===== src/rtl/av_pair_flag_setter_defines.svh =====
// assertion helpers shared by the rtl files
`ifndef AV_PAIR_FLAG_SETTER_DEFINES_SVH
`define AV_PAIR_FLAG_SETTER_DEFINES_SVH

// same-cycle implication, checked outside reset
`define AVPFS_ASSERT_IMPL(label, clk, rst_n, ante, cons) \
    label: assert property (@(posedge clk) disable iff (!(rst_n)) (ante) |-> (cons)) \
        else $error("same-cycle check failed");

// next-cycle implication, checked outside reset
`define AVPFS_ASSERT_NEXT(label, clk, rst_n, ante, cons) \
    label: assert property (@(posedge clk) disable iff (!(rst_n)) (ante) |=> (cons)) \
        else $error("next-cycle check failed");

`endif


===== src/rtl/avpfs_pkg.sv =====
`timescale 1ns / 1ps
`default_nettype none
package avpfs_pkg;

    localparam int MAX_LIST_BYTES = 4096;

    localparam int POS_W  = 13;
    localparam int NHP_W  = 17;
    localparam int IDX_W  = 4;

    // configuration register indexes
    localparam logic CFG_LIST_LENGTH = 1'b0;
    localparam logic CFG_OUTPUT_CAP  = 1'b1;

    localparam logic [15:0] ID_END     = 16'h0000;
    localparam logic [15:0] ID_FLAGS   = 16'h0006;
    localparam logic [15:0] LEN_FLAGS  = 16'h0004;
    localparam logic [7:0]  FLAG_MASK  = 8'h02;
    localparam logic [3:0]  PAIR_BEATS = 4'd8;

    typedef enum logic [2:0] {
        PH_SEEK,
        PH_H1,
        PH_H2,
        PH_H3,
        PH_FLAG,
        PH_DONE
    } t_phase;

    // output beats caused by one input byte:
    // [pair if first] [byte0] [byte1] [pair if not first], or one error beat
    typedef struct packed {
        logic             err;
        logic             last;
        logic             pair_en;
        logic             pair_first;
        logic [1:0]       nbytes;
        logic [7:0]       byte0;
        logic [7:0]       byte1;
        logic [POS_W-1:0] total;
    } t_desc;

    // inserted pair: 06 00 04 00 02 00 00 00
    function automatic logic [7:0] pair_byte(input logic [2:0] idx);
        logic [7:0] v;
        case (idx)
            3'd0:    v = ID_FLAGS[7:0];
            3'd2:    v = LEN_FLAGS[7:0];
            3'd4:    v = FLAG_MASK;
            default: v = 8'h00;
        endcase
        return v;
    endfunction

endpackage
`default_nettype wire


===== src/rtl/avpfs_parser.sv =====
`timescale 1ns / 1ps
`default_nettype none
`include "av_pair_flag_setter_defines.svh"
module avpfs_parser (
    input  wire                         i_clk,
    input  wire                         i_rst_n,
    input  wire                         i_valid,
    input  wire                         i_ready,
    input  wire  [7:0]                  i_data,
    input  wire                         i_last,
    input  wire  [avpfs_pkg::POS_W-1:0] i_list_length,
    input  wire  [avpfs_pkg::POS_W-1:0] i_output_capacity,
    output logic                        o_push,
    output avpfs_pkg::t_desc            o_desc
);

    logic [avpfs_pkg::POS_W-1:0] r_pos, n_pos;
    logic [avpfs_pkg::NHP_W-1:0] r_nhp, n_nhp;
    logic [23:0]                 r_hb, n_hb;
    avpfs_pkg::t_phase           r_phase, n_phase;
    logic                        r_flags, n_flags;
    logic                        r_end, n_end;
    logic                        r_err, n_err;

    logic                        w_accept;
    logic [avpfs_pkg::POS_W-1:0] w_len;
    logic                        w_final;
    logic                        w_at_hdr;
    logic                        w_hdr_fits;
    logic [15:0]                 w_id;
    logic [15:0]                 w_hlen;
    logic [avpfs_pkg::POS_W-1:0] w_p;
    logic                        w_flag_pair;
    logic                        w_over;
    logic                        w_cap_err;
    logic                        w_end_hdr;
    logic                        w_step_err;
    logic                        w_new_end;
    logic                        w_new_flags;
    logic                        w_held;
    logic                        w_post_pair;
    logic                        w_hdr_phase;

    assign w_accept = i_valid && i_ready;

    always_comb begin
        if (i_list_length == '0) begin
            w_len = avpfs_pkg::POS_W'(1);
        end else if (32'(i_list_length) > avpfs_pkg::MAX_LIST_BYTES) begin
            w_len = avpfs_pkg::POS_W'(avpfs_pkg::MAX_LIST_BYTES);
        end else begin
            w_len = i_list_length;
        end
    end

    assign w_final    = i_last || (({1'b0, r_pos} + 14'd1) >= {1'b0, w_len});
    assign w_at_hdr   = ({4'b0, r_pos} == r_nhp);
    assign w_hdr_fits = (({1'b0, r_pos} + 14'd4) <= {1'b0, w_len});
    assign w_id       = {i_data, r_hb[7:0]};
    assign w_hlen     = {i_data, r_hb[23:16]};
    assign w_p        = r_pos - avpfs_pkg::POS_W'(3);
    assign w_flag_pair = (r_hb[15:0] == avpfs_pkg::ID_FLAGS)
                         && (w_hlen == avpfs_pkg::LEN_FLAGS)
                         && (({1'b0, w_p} + 14'd8) <= {1'b0, w_len});
    assign w_over     = (({1'b0, w_len} + 14'd8) > {1'b0, i_output_capacity});
    assign w_cap_err  = (r_pos == '0) && (w_len > i_output_capacity);

    // end header seen in this beat
    assign w_end_hdr  = !r_end && (r_phase == avpfs_pkg::PH_H1) && (w_id == avpfs_pkg::ID_END);
    assign w_step_err = w_end_hdr && !r_flags && w_over;
    assign w_new_end  = r_end || w_end_hdr;
    assign w_new_flags = r_flags || (!r_end && (r_phase == avpfs_pkg::PH_FLAG));
    // header start on the final byte: the held byte goes out as data
    assign w_held     = w_final && !r_end && (r_phase == avpfs_pkg::PH_SEEK)
                        && w_at_hdr && w_hdr_fits;
    assign w_post_pair = w_final && !w_new_end && !w_new_flags;
    assign w_hdr_phase = (r_phase == avpfs_pkg::PH_H2) || (r_phase == avpfs_pkg::PH_H3);

    // next state
    always_comb begin
        logic clear;
        clear   = 1'b0;
        n_pos   = r_pos;
        n_nhp   = r_nhp;
        n_hb    = r_hb;
        n_phase = r_phase;
        n_flags = r_flags;
        n_end   = r_end;
        n_err   = r_err;
        if (r_err) begin
            if (w_final) begin
                clear = 1'b1;
            end else begin
                n_pos = r_pos + avpfs_pkg::POS_W'(1);
            end
        end else if (w_cap_err || w_step_err) begin
            if (w_final) begin
                clear = 1'b1;
            end else begin
                n_err = 1'b1;
            end
        end else begin
            if (!r_end) begin
                case (r_phase)
                    avpfs_pkg::PH_SEEK: begin
                        if (w_at_hdr) begin
                            if (w_hdr_fits) begin
                                n_hb    = {16'h0000, i_data};
                                n_phase = avpfs_pkg::PH_H1;
                            end else begin
                                n_phase = avpfs_pkg::PH_DONE;
                            end
                        end
                    end
                    avpfs_pkg::PH_H1: begin
                        if (w_id == avpfs_pkg::ID_END) begin
                            n_end = 1'b1;
                        end else begin
                            n_hb    = {8'h00, w_id};
                            n_phase = avpfs_pkg::PH_H2;
                        end
                    end
                    avpfs_pkg::PH_H2: begin
                        n_hb    = {i_data, r_hb[15:0]};
                        n_phase = avpfs_pkg::PH_H3;
                    end
                    avpfs_pkg::PH_H3: begin
                        n_nhp   = {4'b0, w_p} + avpfs_pkg::NHP_W'(4) + {1'b0, w_hlen};
                        n_phase = w_flag_pair ? avpfs_pkg::PH_FLAG : avpfs_pkg::PH_SEEK;
                    end
                    avpfs_pkg::PH_FLAG: begin
                        n_flags = 1'b1;
                        n_phase = avpfs_pkg::PH_SEEK;
                    end
                    default: begin
                        n_phase = r_phase;
                    end
                endcase
            end
            if (w_final) begin
                clear = 1'b1;
            end else begin
                n_pos = r_pos + avpfs_pkg::POS_W'(1);
            end
        end
        if (clear) begin
            n_pos   = '0;
            n_nhp   = '0;
            n_hb    = '0;
            n_phase = avpfs_pkg::PH_SEEK;
            n_flags = 1'b0;
            n_end   = 1'b0;
            n_err   = 1'b0;
        end
    end

    // beats caused by this byte
    always_comb begin
        o_desc = '0;
        o_desc.nbytes = 2'd1;
        o_desc.byte0  = i_data;
        if (!r_end) begin
            case (r_phase)
                avpfs_pkg::PH_SEEK: begin
                    if (w_at_hdr && w_hdr_fits) begin
                        o_desc.nbytes = w_held ? 2'd1 : 2'd0;
                    end
                end
                avpfs_pkg::PH_H1: begin
                    o_desc.nbytes = 2'd2;
                    o_desc.byte0  = r_hb[7:0];
                    o_desc.byte1  = i_data;
                    if (w_end_hdr && !r_flags) begin
                        o_desc.pair_en    = 1'b1;
                        o_desc.pair_first = 1'b1;
                    end
                end
                avpfs_pkg::PH_FLAG: begin
                    o_desc.byte0 = i_data | avpfs_pkg::FLAG_MASK;
                end
                default: begin
                    o_desc.byte0 = i_data;
                end
            endcase
        end
        if (w_post_pair) begin
            o_desc.pair_en    = 1'b1;
            o_desc.pair_first = 1'b0;
        end
        o_desc.last  = w_final;
        o_desc.total = r_pos + avpfs_pkg::POS_W'(1)
                       + (w_new_flags ? avpfs_pkg::POS_W'(0) : avpfs_pkg::POS_W'(8));
        if (w_cap_err || w_step_err || (w_post_pair && w_over)) begin
            o_desc        = '0;
            o_desc.err    = 1'b1;
            o_desc.last   = 1'b1;
            o_desc.nbytes = 2'd0;
        end
        // a held header byte yields no beat until its id is known
        o_push = w_accept && !r_err
                 && (o_desc.err || o_desc.pair_en || (o_desc.nbytes != 2'd0));
    end

    always_ff @(posedge i_clk) begin
        if (!i_rst_n) begin
            r_pos   <= '0;
            r_nhp   <= '0;
            r_hb    <= '0;
            r_phase <= avpfs_pkg::PH_SEEK;
            r_flags <= 1'b0;
            r_end   <= 1'b0;
            r_err   <= 1'b0;
        end else if (w_accept) begin
            r_pos   <= n_pos;
            r_nhp   <= n_nhp;
            r_hb    <= n_hb;
            r_phase <= n_phase;
            r_flags <= n_flags;
            r_end   <= n_end;
            r_err   <= n_err;
        end
    end

    `AVPFS_ASSERT_IMPL(a_hdr_id_nonzero, i_clk, i_rst_n,
        w_hdr_phase, r_hb[15:0] != avpfs_pkg::ID_END)
    `AVPFS_ASSERT_NEXT(a_final_clears, i_clk, i_rst_n,
        w_accept && w_final, (r_pos == '0) && !r_err && !r_end)

endmodule
`default_nettype wire


===== src/rtl/avpfs_emitter.sv =====
`timescale 1ns / 1ps
`default_nettype none
`include "av_pair_flag_setter_defines.svh"
module avpfs_emitter (
    input  wire                         i_clk,
    input  wire                         i_rst_n,
    input  wire                         i_push,
    input  avpfs_pkg::t_desc            i_desc,
    output logic                        o_ready,
    output logic                        o_valid,
    input  wire                         i_ready,
    output logic [7:0]                  o_byte,
    output logic                        o_last,
    output logic                        o_status,
    output logic [avpfs_pkg::POS_W-1:0] o_total
);

    avpfs_pkg::t_desc            r_head, n_head;
    avpfs_pkg::t_desc            r_tail, n_tail;
    logic                        r_hv, n_hv;
    logic                        r_tv, n_tv;
    logic [avpfs_pkg::IDX_W-1:0] r_idx, n_idx;

    logic [avpfs_pkg::IDX_W-1:0] w_cnt;
    logic                        w_is_last;
    logic                        w_beat;
    logic                        w_pop;
    logic [avpfs_pkg::IDX_W-1:0] w_rel;

    assign o_ready = !r_tv;
    assign o_valid = r_hv;

    assign w_cnt = r_head.err ? avpfs_pkg::IDX_W'(1)
                 : ({2'b00, r_head.nbytes} + (r_head.pair_en ? avpfs_pkg::PAIR_BEATS : 4'd0));
    assign w_is_last = (r_idx == (w_cnt - avpfs_pkg::IDX_W'(1)));
    assign w_beat    = r_hv && i_ready;
    assign w_pop     = w_beat && w_is_last;
    // position past the leading bytes when the pair follows them
    assign w_rel     = r_idx - {2'b00, r_head.nbytes};

    always_comb begin
        o_byte   = 8'h00;
        o_last   = 1'b0;
        o_status = 1'b0;
        o_total  = '0;
        if (r_head.err) begin
            o_last   = 1'b1;
            o_status = 1'b1;
        end else begin
            if (r_head.pair_first) begin
                if (r_idx < avpfs_pkg::PAIR_BEATS) begin
                    o_byte = avpfs_pkg::pair_byte(r_idx[2:0]);
                end else begin
                    o_byte = r_idx[0] ? r_head.byte1 : r_head.byte0;
                end
            end else begin
                if (r_idx < {2'b00, r_head.nbytes}) begin
                    o_byte = r_idx[0] ? r_head.byte1 : r_head.byte0;
                end else begin
                    o_byte = avpfs_pkg::pair_byte(w_rel[2:0]);
                end
            end
            if (r_head.last && w_is_last) begin
                o_last  = 1'b1;
                o_total = r_head.total;
            end
        end
    end

    // two-entry descriptor queue
    always_comb begin
        n_head = r_head;
        n_tail = r_tail;
        n_hv   = r_hv;
        n_tv   = r_tv;
        n_idx  = r_idx;
        if (w_beat) begin
            n_idx = w_is_last ? '0 : r_idx + avpfs_pkg::IDX_W'(1);
        end
        if (w_pop) begin
            if (r_tv) begin
                n_head = r_tail;
                if (i_push) begin
                    n_tail = i_desc;
                end else begin
                    n_tv = 1'b0;
                end
            end else if (i_push) begin
                n_head = i_desc;
            end else begin
                n_hv = 1'b0;
            end
        end else if (i_push) begin
            if (!r_hv) begin
                n_head = i_desc;
                n_hv   = 1'b1;
            end else begin
                n_tail = i_desc;
                n_tv   = 1'b1;
            end
        end
    end

    always_ff @(posedge i_clk) begin
        r_head <= n_head;
        r_tail <= n_tail;
        if (!i_rst_n) begin
            r_hv  <= 1'b0;
            r_tv  <= 1'b0;
            r_idx <= '0;
        end else begin
            r_hv  <= n_hv;
            r_tv  <= n_tv;
            r_idx <= n_idx;
        end
    end

    `AVPFS_ASSERT_IMPL(a_tail_needs_head, i_clk, i_rst_n, r_tv, r_hv)
    `AVPFS_ASSERT_IMPL(a_idx_in_range, i_clk, i_rst_n, r_hv, r_idx < w_cnt)
    `AVPFS_ASSERT_NEXT(a_tail_moves_up, i_clk, i_rst_n, w_pop && r_tv, r_hv && (r_idx == '0))

endmodule
`default_nettype wire


===== src/rtl/av_pair_flag_setter.sv =====
`timescale 1ns / 1ps
`default_nettype none
// Edits an attribute-value pair list streamed one byte per beat: the first value byte of a
// complete id-6, length-4 pair gets bit 1 set, and if no such pair appears an 8-byte
// pair (06 00 04 00 02 00 00 00) goes out before the id-0 end header, or after the last
// byte when there is none. Output beats carry the edited byte, tlast on the final beat
// of a list with the edited length beside it, and tuser set on the single error beat
// that ends a list exceeding output_capacity. Each input byte is parsed in the cycle it
// is accepted and leaves a descriptor in a two-entry queue, except the first byte of a
// header, which is held back until the next byte shows the id; the output sequencer
// drains one beat per cycle from the queue while the output is ready, so with one
// beat per byte the block sustains one byte per cycle; a byte that yields more beats
// (two for a header's second byte, up to 10 where the pair is inserted) holds the
// sequencer until its beats are out, and input stalls once both queue entries are full.
// Registers written on the configuration channel apply from the next accepted byte;
// there is no clearing pass after reset.
module av_pair_flag_setter (
    input  wire         i_clk,
    input  wire         i_rst_n,
    // configuration write channel
    input  wire         i_cfg_valid,
    output logic        o_cfg_ready,
    input  wire         i_cfg_index,
    input  wire  [12:0] i_cfg_data,
    // input byte stream
    input  wire         i_s_axis_tvalid,
    output logic        o_s_axis_tready,
    input  wire  [7:0]  i_s_axis_tdata,   // [7:0] data_byte
    input  wire         i_s_axis_tlast,
    // output beat stream
    output logic        o_m_axis_tvalid,
    input  wire         i_m_axis_tready,
    output logic [23:0] o_m_axis_tdata,   // [7:0] out_byte, [20:8] total_length, [23:21] zero
    output logic        o_m_axis_tlast,
    output logic        o_m_axis_tuser    // [0] status
);

    logic [avpfs_pkg::POS_W-1:0] r_list_length;
    logic [avpfs_pkg::POS_W-1:0] r_output_capacity;

    logic                        w_push;
    avpfs_pkg::t_desc            w_desc;
    logic [7:0]                  w_byte;
    logic [avpfs_pkg::POS_W-1:0] w_total;

    assign o_cfg_ready = 1'b1;

    always_ff @(posedge i_clk) begin
        if (!i_rst_n) begin
            r_list_length     <= avpfs_pkg::POS_W'(1);
            r_output_capacity <= avpfs_pkg::POS_W'(4104);
        end else if (i_cfg_valid) begin
            case (i_cfg_index)
                avpfs_pkg::CFG_LIST_LENGTH: r_list_length     <= i_cfg_data;
                avpfs_pkg::CFG_OUTPUT_CAP:  r_output_capacity <= i_cfg_data;
                default:                    r_list_length     <= r_list_length;
            endcase
        end
    end

    avpfs_parser u_parser (
        .i_clk             (i_clk),
        .i_rst_n           (i_rst_n),
        .i_valid           (i_s_axis_tvalid),
        .i_ready           (o_s_axis_tready),
        .i_data            (i_s_axis_tdata),
        .i_last            (i_s_axis_tlast),
        .i_list_length     (r_list_length),
        .i_output_capacity (r_output_capacity),
        .o_push            (w_push),
        .o_desc            (w_desc)
    );

    avpfs_emitter u_emitter (
        .i_clk    (i_clk),
        .i_rst_n  (i_rst_n),
        .i_push   (w_push),
        .i_desc   (w_desc),
        .o_ready  (o_s_axis_tready),
        .o_valid  (o_m_axis_tvalid),
        .i_ready  (i_m_axis_tready),
        .o_byte   (w_byte),
        .o_last   (o_m_axis_tlast),
        .o_status (o_m_axis_tuser),
        .o_total  (w_total)
    );

    assign o_m_axis_tdata = {3'b000, w_total, w_byte};

endmodule
`default_nettype wire

===== config.mk =====
export PLATFORM = sky130hd
export DESIGN_NAME = av_pair_flag_setter
export DESIGN_NICKNAME = d
export VERILOG_FILES = /design/src/rtl/avpfs_pkg.sv /design/src/rtl/avpfs_parser.sv /design/src/rtl/avpfs_emitter.sv /design/src/rtl/av_pair_flag_setter.sv
export VERILOG_INCLUDE_DIRS = /design/src /design/src/rtl
export SDC_FILE = /design/constraint.sdc
export NUM_CORES = 1
export LEC_CHECK = 0
export ABC_AREA = 1
export BUFFER_PORTS_ARGS = -buffer_cell sky130_fd_sc_hd__buf_4
export CAP_MARGIN = 5
export CORE_MARGIN = 2
export CORE_UTILIZATION = 54
export DETAILED_ROUTE_END_ITERATION = 12
export PLACE_DENSITY = 0.75
export SETUP_SLACK_MARGIN = 0.1
export SYNTH_ARGS = -nofsm -noshare
export SYNTH_HDL_FRONTEND = slang
export SYNTH_SLANG_ARGS = --single-unit

===== constraint.sdc =====
create_clock -name i_clk -period 6.6 [get_ports i_clk]
set_input_delay 0.66 -clock i_clk [delete_from_list [all_inputs] [get_ports i_clk]]
set_output_delay 0.66 -clock i_clk [all_outputs]
set_load 0.03 [all_outputs]

==> run metrics, run 1 <==
die width about 150 um; met2 GRT Util 0.4311; Startpoint Class flip-flop; Total Power between 0.003 and 0.004 W; WP data arrival just under 5 ns; CTS tree built; pwr/cell area 322.0 mW/mm^2; GRT overflow 0; I/O Buffers 52; layout cells sized above 1 0.1066; crit share post-route 0.7426; Final Cell Area roughly 0.012 sq mm; Register-to-Register Path Depth 27; Final WS setup 1.699 ns; Die Y about 150 um; grt met1 use 0.3639; CP Class reg -> reg; Root Buffer Master clkbuf_16; critical path peak fanout 35; Clock Latency Late Sink ~0.44 ns; Final Net Count 1,595; global-route wire length before repair 45,550 um; Core ar. approximately 0.020 sq mm; Max Fclk a little over 200 MHz; DR WL/cell around 16 um; HP Class in -> reg; initial drt markers ~860; Pleak 5.566 nW; Post-synth EDFFs 70; Initial Util 0.5451; measured slew at the worst slew-check pin around 1.2 ns; Most used DFF post-synth dfxtp_1; worst slack, placed between 1.5 and 2 ns; # IOs 57; max capacitance violation total 0; yosys warns 0; status complete, no violations; mean area per synthesized cell 7.570 sq um; launching point of the worst reg2reg path r_list_length[8]; Pre-antenna DRT Iters 6; Final Non-Filler Cells 1,762; Netlist cell types 50; Syn Std Cell Area around 0.011 sq mm; met3 usage 0.04125; RSZ-0062 raised after global routing no; Final setup viols 0; number of buffers created by CTS 17; via count 9,553; Reg2Reg Setup Slack 1.70 ns; Layout Skew around 0.016 ns; CP endpoint kind flip-flop; clk slew on worst S/H paths 0.08 ns; Hold EP r_output_capacity[3]; total track usage 0.2664; Sum Neg Setup Slack 0 ns; area delta synth->final 10.37%; ant diodes 0; Critical Path RT ~6.7 ns; Clock Path Buffers 2; Worst R2R End u_emitter.r_head[3]; ys async rst share 0; H-tree levels 4; row cnt 52; cts hold-fix bufs 0; Die Footprint 0.02138 sq mm; GR peak layer met2; placed insts 1,730; global placer's final weighted congestion between 0.9 and 1; Hold Startpoint i_cfg_data[3]; #FFs+latches synth approximately 160; post-CTS sizing 0; largest net degree at the start of global routing 60; Max-slew headroom 0.2130; Slew Viols, Final 0; Peak VDD IR a little over 0.2 mV; FILL cells between 1,500 and 2,000; DRT antenna net count 0; Hold Path Stages 3; register area share after synthesis 0.3611; post-CTS setup buffers 0; Sink Count approximately 160; vias in the first global route between 8,000 and 9,000; Tmin final 4.901 ns; Gate Count Post-Synth between 1,000 and 1,500; initial antenna violation count 0; final hold vios 0; final HPWL from detailed placement between 20,000 and 25,000 um; drt via density 5.422; drt total wl about 28,000 um; # DRC 0; dpl cell area 0.01149 sq mm
-- metrics by stage --
stage,hold slack (ns),utilization
floorplan,0.4354,-
global placement,0.4564,0.5733
detailed placement,0.4588,0.5733
CTS,0.4441,0.6016
global route,0.4518,0.6016
finish,0.4526,0.6016
-- cell usage after synthesis, types with 2 or more instances --
master      n  area [sq um]
nand4_1    30         187.7
nor3_1     16         80.08
nand3_1    49         245.2
dfxtp_1    92          1842
buf_2      12         60.06
clkinv_1    2         7.510
nand2_4     2         22.52
a41oi_1     2         17.52
nor4_1      8         50.05
a21boi_0    2         15.01
nand3b_1    6         45.04
o21ai_1     7         35.03
a21o_1      2         15.01
xor2_1     45         394.1
a21oi_2     2         17.52
nor2_4      5         56.30
clkbuf_1   18         67.56
a221oi_1    2         17.52
nand2_1   273          1025
a211oi_1   26         195.2
inv_2       4         15.01
ha_1       86          1076
nand2_2     8         50.05
conb_1      2         7.510
xnor2_1    14         122.6
o211ai_1    5         37.54
nand3_2     3         30.03
inv_1     199         747.0
mux2_2     29         326.6
or2_2      12         75.07
o31ai_1     3         22.52
o21ai_0    61         305.3
buf_4       8         60.06
a21oi_1   108         540.5
buf_6       2         22.52
edfxtp_1   70          2102
o21bai_1    2         15.01
nor2_1    208         780.8
a31oi_1     3         18.77
o21a_1      4         30.03
fa_1        2         40.04
-- final cells by class --
type	instances	area, sq um	share of cell area
timing repair buffer	56	420.4	0.03487
inverter	205	769.5	0.06383
sequential	162	3944	0.3271
multi-input combinational	1037	6017	0.4991
clock inverter	15	141.4	0.01173
tap	270	337.8	0.02802
clock buffer	17	425.4	0.03529
-- worst max-delay path, cell delays in order (launching register included) --
cell	delay (ns)
dfxtp_1	0.33
nor2_1	0.11
nand2_1	0.06
nor2_1	0.12
nand2_2	0.08
nand2_4	0.10
inv_1	0.08
nor2_1	0.18
ha_1	0.21
inv_1	0.05
nor2_1	0.18
nand2_1	0.10
nor2_1	0.16
nand2_1	0.09
xor2_1	0.16
ha_1	0.33
nand3_1	0.08
nor3_1	0.23
nand3_1	0.10
nand2_1	0.10
inv_1	0.06
nand2_1	0.05
nand2_1	0.06
inv_1	0.10
nand3_2	0.19
nand3_1	0.17
nand2_1	0.14
a21boi_4	0.86
-- worst max-delay path by stage --
stage | startpoint | to | slack [ns] | cells past startpoint
after CTS | r_list_length[6] | u_emitter.r_head[28] | 1.68 | 27
after detailed placement | r_list_length[6] | u_emitter.r_head[8] | 1.72 | 27
after floorplan | r_list_length[4] | u_emitter.r_head[0] | 0.50 | 27
final | r_list_length[8] | u_emitter.r_head[3] | 1.70 | 27
after global placement | r_list_length[6] | u_emitter.r_head[9] | 1.88 | 27
after global routing | r_list_length[6] | u_emitter.r_head[9] | 1.05 | 27
-- registers in the layout, summed over array words and instances, names as in the netlist --
register,count
u_emitter.r_head,35
u_emitter.r_tail,35
u_parser.r_hb,24
u_parser.r_nhp,17
r_list_length,13
r_output_capacity,13
u_parser.r_pos,13
u_emitter.r_idx,4
u_parser.r_phase,3
u_emitter.o_valid,1
u_emitter.r_tv,1
u_parser.r_end,1
u_parser.r_err,1
u_parser.r_flags,1
-- kinds of logic (layout without fill, tap and decap cells) --
family                   count (synthesis)  in the layout  share of synthesized area
adder cells (fa/ha/maj)                 88             88                     0.1022
other                                    2              4                  0.0006875
multiplexers                            29             29                    0.02990
flip-flops                             162            162                     0.3611
buffers and inverters                  246            293                    0.09003
AND/OR/NAND/NOR                        623            623                     0.2464
AO/OA/AOI/OAI                          234            234                     0.1225
XOR/XNOR                                59             59                    0.04731
-- cells in the final DEF (no fill, tap or decap), drive strengths merged, types with 12 or more instances in the layout --
cell type / instances
dfxtp: 92
xor2: 45
clkbuf: 17
edfxtp: 70
o21ai: 69
nand3: 52
ha: 86
xnor2: 14
a21oi: 110
or2: 12
nor3: 17
inv: 211
nor2: 213
buf: 56
mux2: 29
nand4: 30
nand2: 283
a211oi: 26
-- power breakdown --
part	total, W	leakage, nW	internal, W	switching, W
registers	0.00133	1.42	0.00124	0.0000944
clock network	0.000974	0.267	0.000500	0.000474
logic	0.00157	3.88	0.000550	0.00102
total	0.00388	5.57	0.00229	0.00159
-- layer usage --
metal  share of wire  wire [um]
met1            0.46      12840
met2            0.46      12800
met3           0.059       1665
met4           0.024        684
met5               0          0
Power figures use the tool's default switching activity.
==> run 2: changes to the inputs <==
clock period = 4.3 ns   (was 6.6 ns; I/O delays follow)
==> run 2 against run 1 <==
Register-to-register slack worse by 1.4 ns. Wire length grew 9.8%. Hold slack got worse by 0.22 ns. Die area stayed put. Via count increased by 6.1%. Clock power rose by 66%. Sequential share of layout area decreased by 2.6 points.
==> run metrics, run 2 (synthesis results as in run 1) <==
number of buffers created by CTS 17 (unchanged); Layout Skew 0.01613 ns (-0.00007900 ns); Tmin final 3.966 ns (-0.9353 ns); most common cell after layout, fill and taps aside nand2_1; Clock Latency Late Sink 0.44 ns (about the same); WP data arrival 4.23 ns (-0.72 ns); Initial Util 0.5451 (unchanged); Int Pwr 0.003844 W (+68%); clk slew on worst S/H paths 0.07 ns (about the same); Die Y 146.2 um (unchanged); Largest regs u_emitter.r_head: 35 flops, u_emitter.r_tail: 35 flops, u_parser.r_hb: 24 flops; total track usage 0.2872 (+0.02082); die width 146.2 um (unchanged); Final Non-Filler Cells 1,866 (+5.9%); Root Buffer Master clkbuf_16; Die Footprint 0.02138 sq mm (unchanged); Final setup viols 0 (unchanged); GRT overflow 0 (unchanged); CP endpoint kind flip-flop; pwr/cell area 487.8 mW/mm^2 (+52%); Max-slew headroom 0.2473 (+0.03432); Max Fclk 252.2 MHz (+24%); Comb power frac 0.429 (+0.024); Flop pwr share 0.318 (-0.026); critical path peak fanout 5 (-86%); Core Util, Final 0.6540 (+0.05239); Sink Count 162 (unchanged); global placer's final weighted congestion 0.9529 (-2.8%); initial antenna violation count 0 (unchanged); CTS tree built; via count 10,140 (+6.1%); DRT antenna net count 0 (unchanged); Peak VDD IR 0.3179 mV (+54%); row cnt 52 (unchanged); Pre-antenna DRT Iters 6 (unchanged); drt total wl 30,740 um (+9.8%); ant diodes 0 (unchanged); I/O Buffers 52 (unchanged); final HPWL from detailed placement 22,270 um (+4.6%); Critical Path RT 4.57 ns (-2.08 ns); # IOs 57 (unchanged); max capacitance violation total 0 (unchanged); CP Class reg -> reg; placed insts 1,815 (+4.9%); most frequent cells in the layout 268 x nand2_1, 203 x nor2_1, 197 x inv_1; sw frac 0.3988 (-0.01122); Core ar. 0.02004 sq mm (unchanged); Clock power frac 0.253 (+0.002); NetSw 0.002549 W (+60%); Slew Viols, Final 0 (unchanged); Clock Path Buffers 2 (unchanged); RSZ-0062 raised after global routing no; crit share post-route 0.9223 (+0.1797); vias in the first global route 9,551 (+8.4%); hold slack 0.2288 ns (-0.2238 ns); Startpoint Class flip-flop; # DRC 0 (unchanged); measured slew at the worst slew-check pin 1.128 ns (-0.05143 ns); area delta synth->final 19.98%; global-route wire length before repair 49,030 um (+7.6%); initial drt markers 794 (-7.4%); DR WL/cell 16.48 um (+3.7%); HP Class in -> reg; Sum Neg Setup Slack 0 ns (unchanged); Pleak 6.141 nW (+10%); Final Net Count 1,699 (+6.5%); largest net degree at the start of global routing 60 (unchanged); layout cells sized above 1 0.1773 (+0.07075); final hold vios 0 (unchanged); status complete, no violations; H-tree levels 4 (unchanged); drt via density 5.432 (+0.19%)
-- run 2: stage by stage --
stage | instance area [sq um] | worst slack, ns | total power [W]
floorplan | 10950 | 0.09831 | 0.003858
global placement | 12140 | -0.05154 | 0.004544
detailed placement | 12140 | -0.1900 | 0.004593
CTS | 12890 | 0.1507 | 0.006272
global route | 13110 | 0.04329 | 0.006791
finish | 13110 | 0.3343 | 0.006393
-- run 2: final timing paths --
path | from | to | slack, ns | cells past startpoint
worst max-delay path | u_parser.r_pos[1] | u_parser.r_nhp[14] | 0.33 | 18
worst min-delay path | i_cfg_data[12] | r_output_capacity[12] | 0.23 | 3
worst max register to register | u_parser.r_pos[1] | u_parser.r_nhp[14] | 0.33 | 18
worst min register to register | r_output_capacity[1] | r_output_capacity[1] | 0.47 | 2
-- run 2: what timing repair did --
action                                  CTS  global route
cloned                                    2             2
endpoints found under the setup margin   71           178
hold buffers                              0             0
resized for setup                         2            29
pin swaps                                 4            11
buffers inserted                          6             9
-- run 2: area by class of cell --
cell class	instances	area [sq um]
Fill cell	1675	6934
Tap cell	270	337.8
Clock buffer	17	425.4
Multi-Input combinational cell	1039	6130
Clock inverter	15	195.2
Inverter	205	773.2
Timing Repair Buffer	158	1299
Sequential cell	162	3945
-- run 2: critical path, cell delays in order, from the launching register on --
cell and delay [ns]:
dfxtp_1 0.38, ha_4 0.22, buf_4 0.14, inv_1 0.13
nand2_1 0.11, nor2_1 0.25, xor2_1 0.21, nor2_1 0.23
nand4_1 0.21, nor2_1 0.19, xor2_1 0.26, ha_1 0.33
a21o_1 0.23, a221o_1 0.32, a21oi_1 0.11, o21ai_0 0.15
xor2_1 0.18, nand2_1 0.09, a21oi_1 0.06
-- run 2: power groups by stage --
stage / clock network [W] / registers, W / logic (W)
6_report: 0.00162 / 0.00203 / 0.00274
5_1_grt: 0.00169 / 0.00205 / 0.00304
4_1_cts: 0.00162 / 0.00203 / 0.00263
3_5_place_dp: 0 / 0.00206 / 0.00253
3_3_place_gp: 0 / 0.00205 / 0.00249
2_1_floorplan: 0 / 0.00203 / 0.00183
-- run 2: routing by layer --
layer  part of all wire  GRT usage  vias up
met5                  0          0        -
met4              0.022    0.08835        0
met3              0.068    0.05031       65
met2               0.49     0.4934      343
met1               0.42     0.3706     4692
li1                   -          -     5036
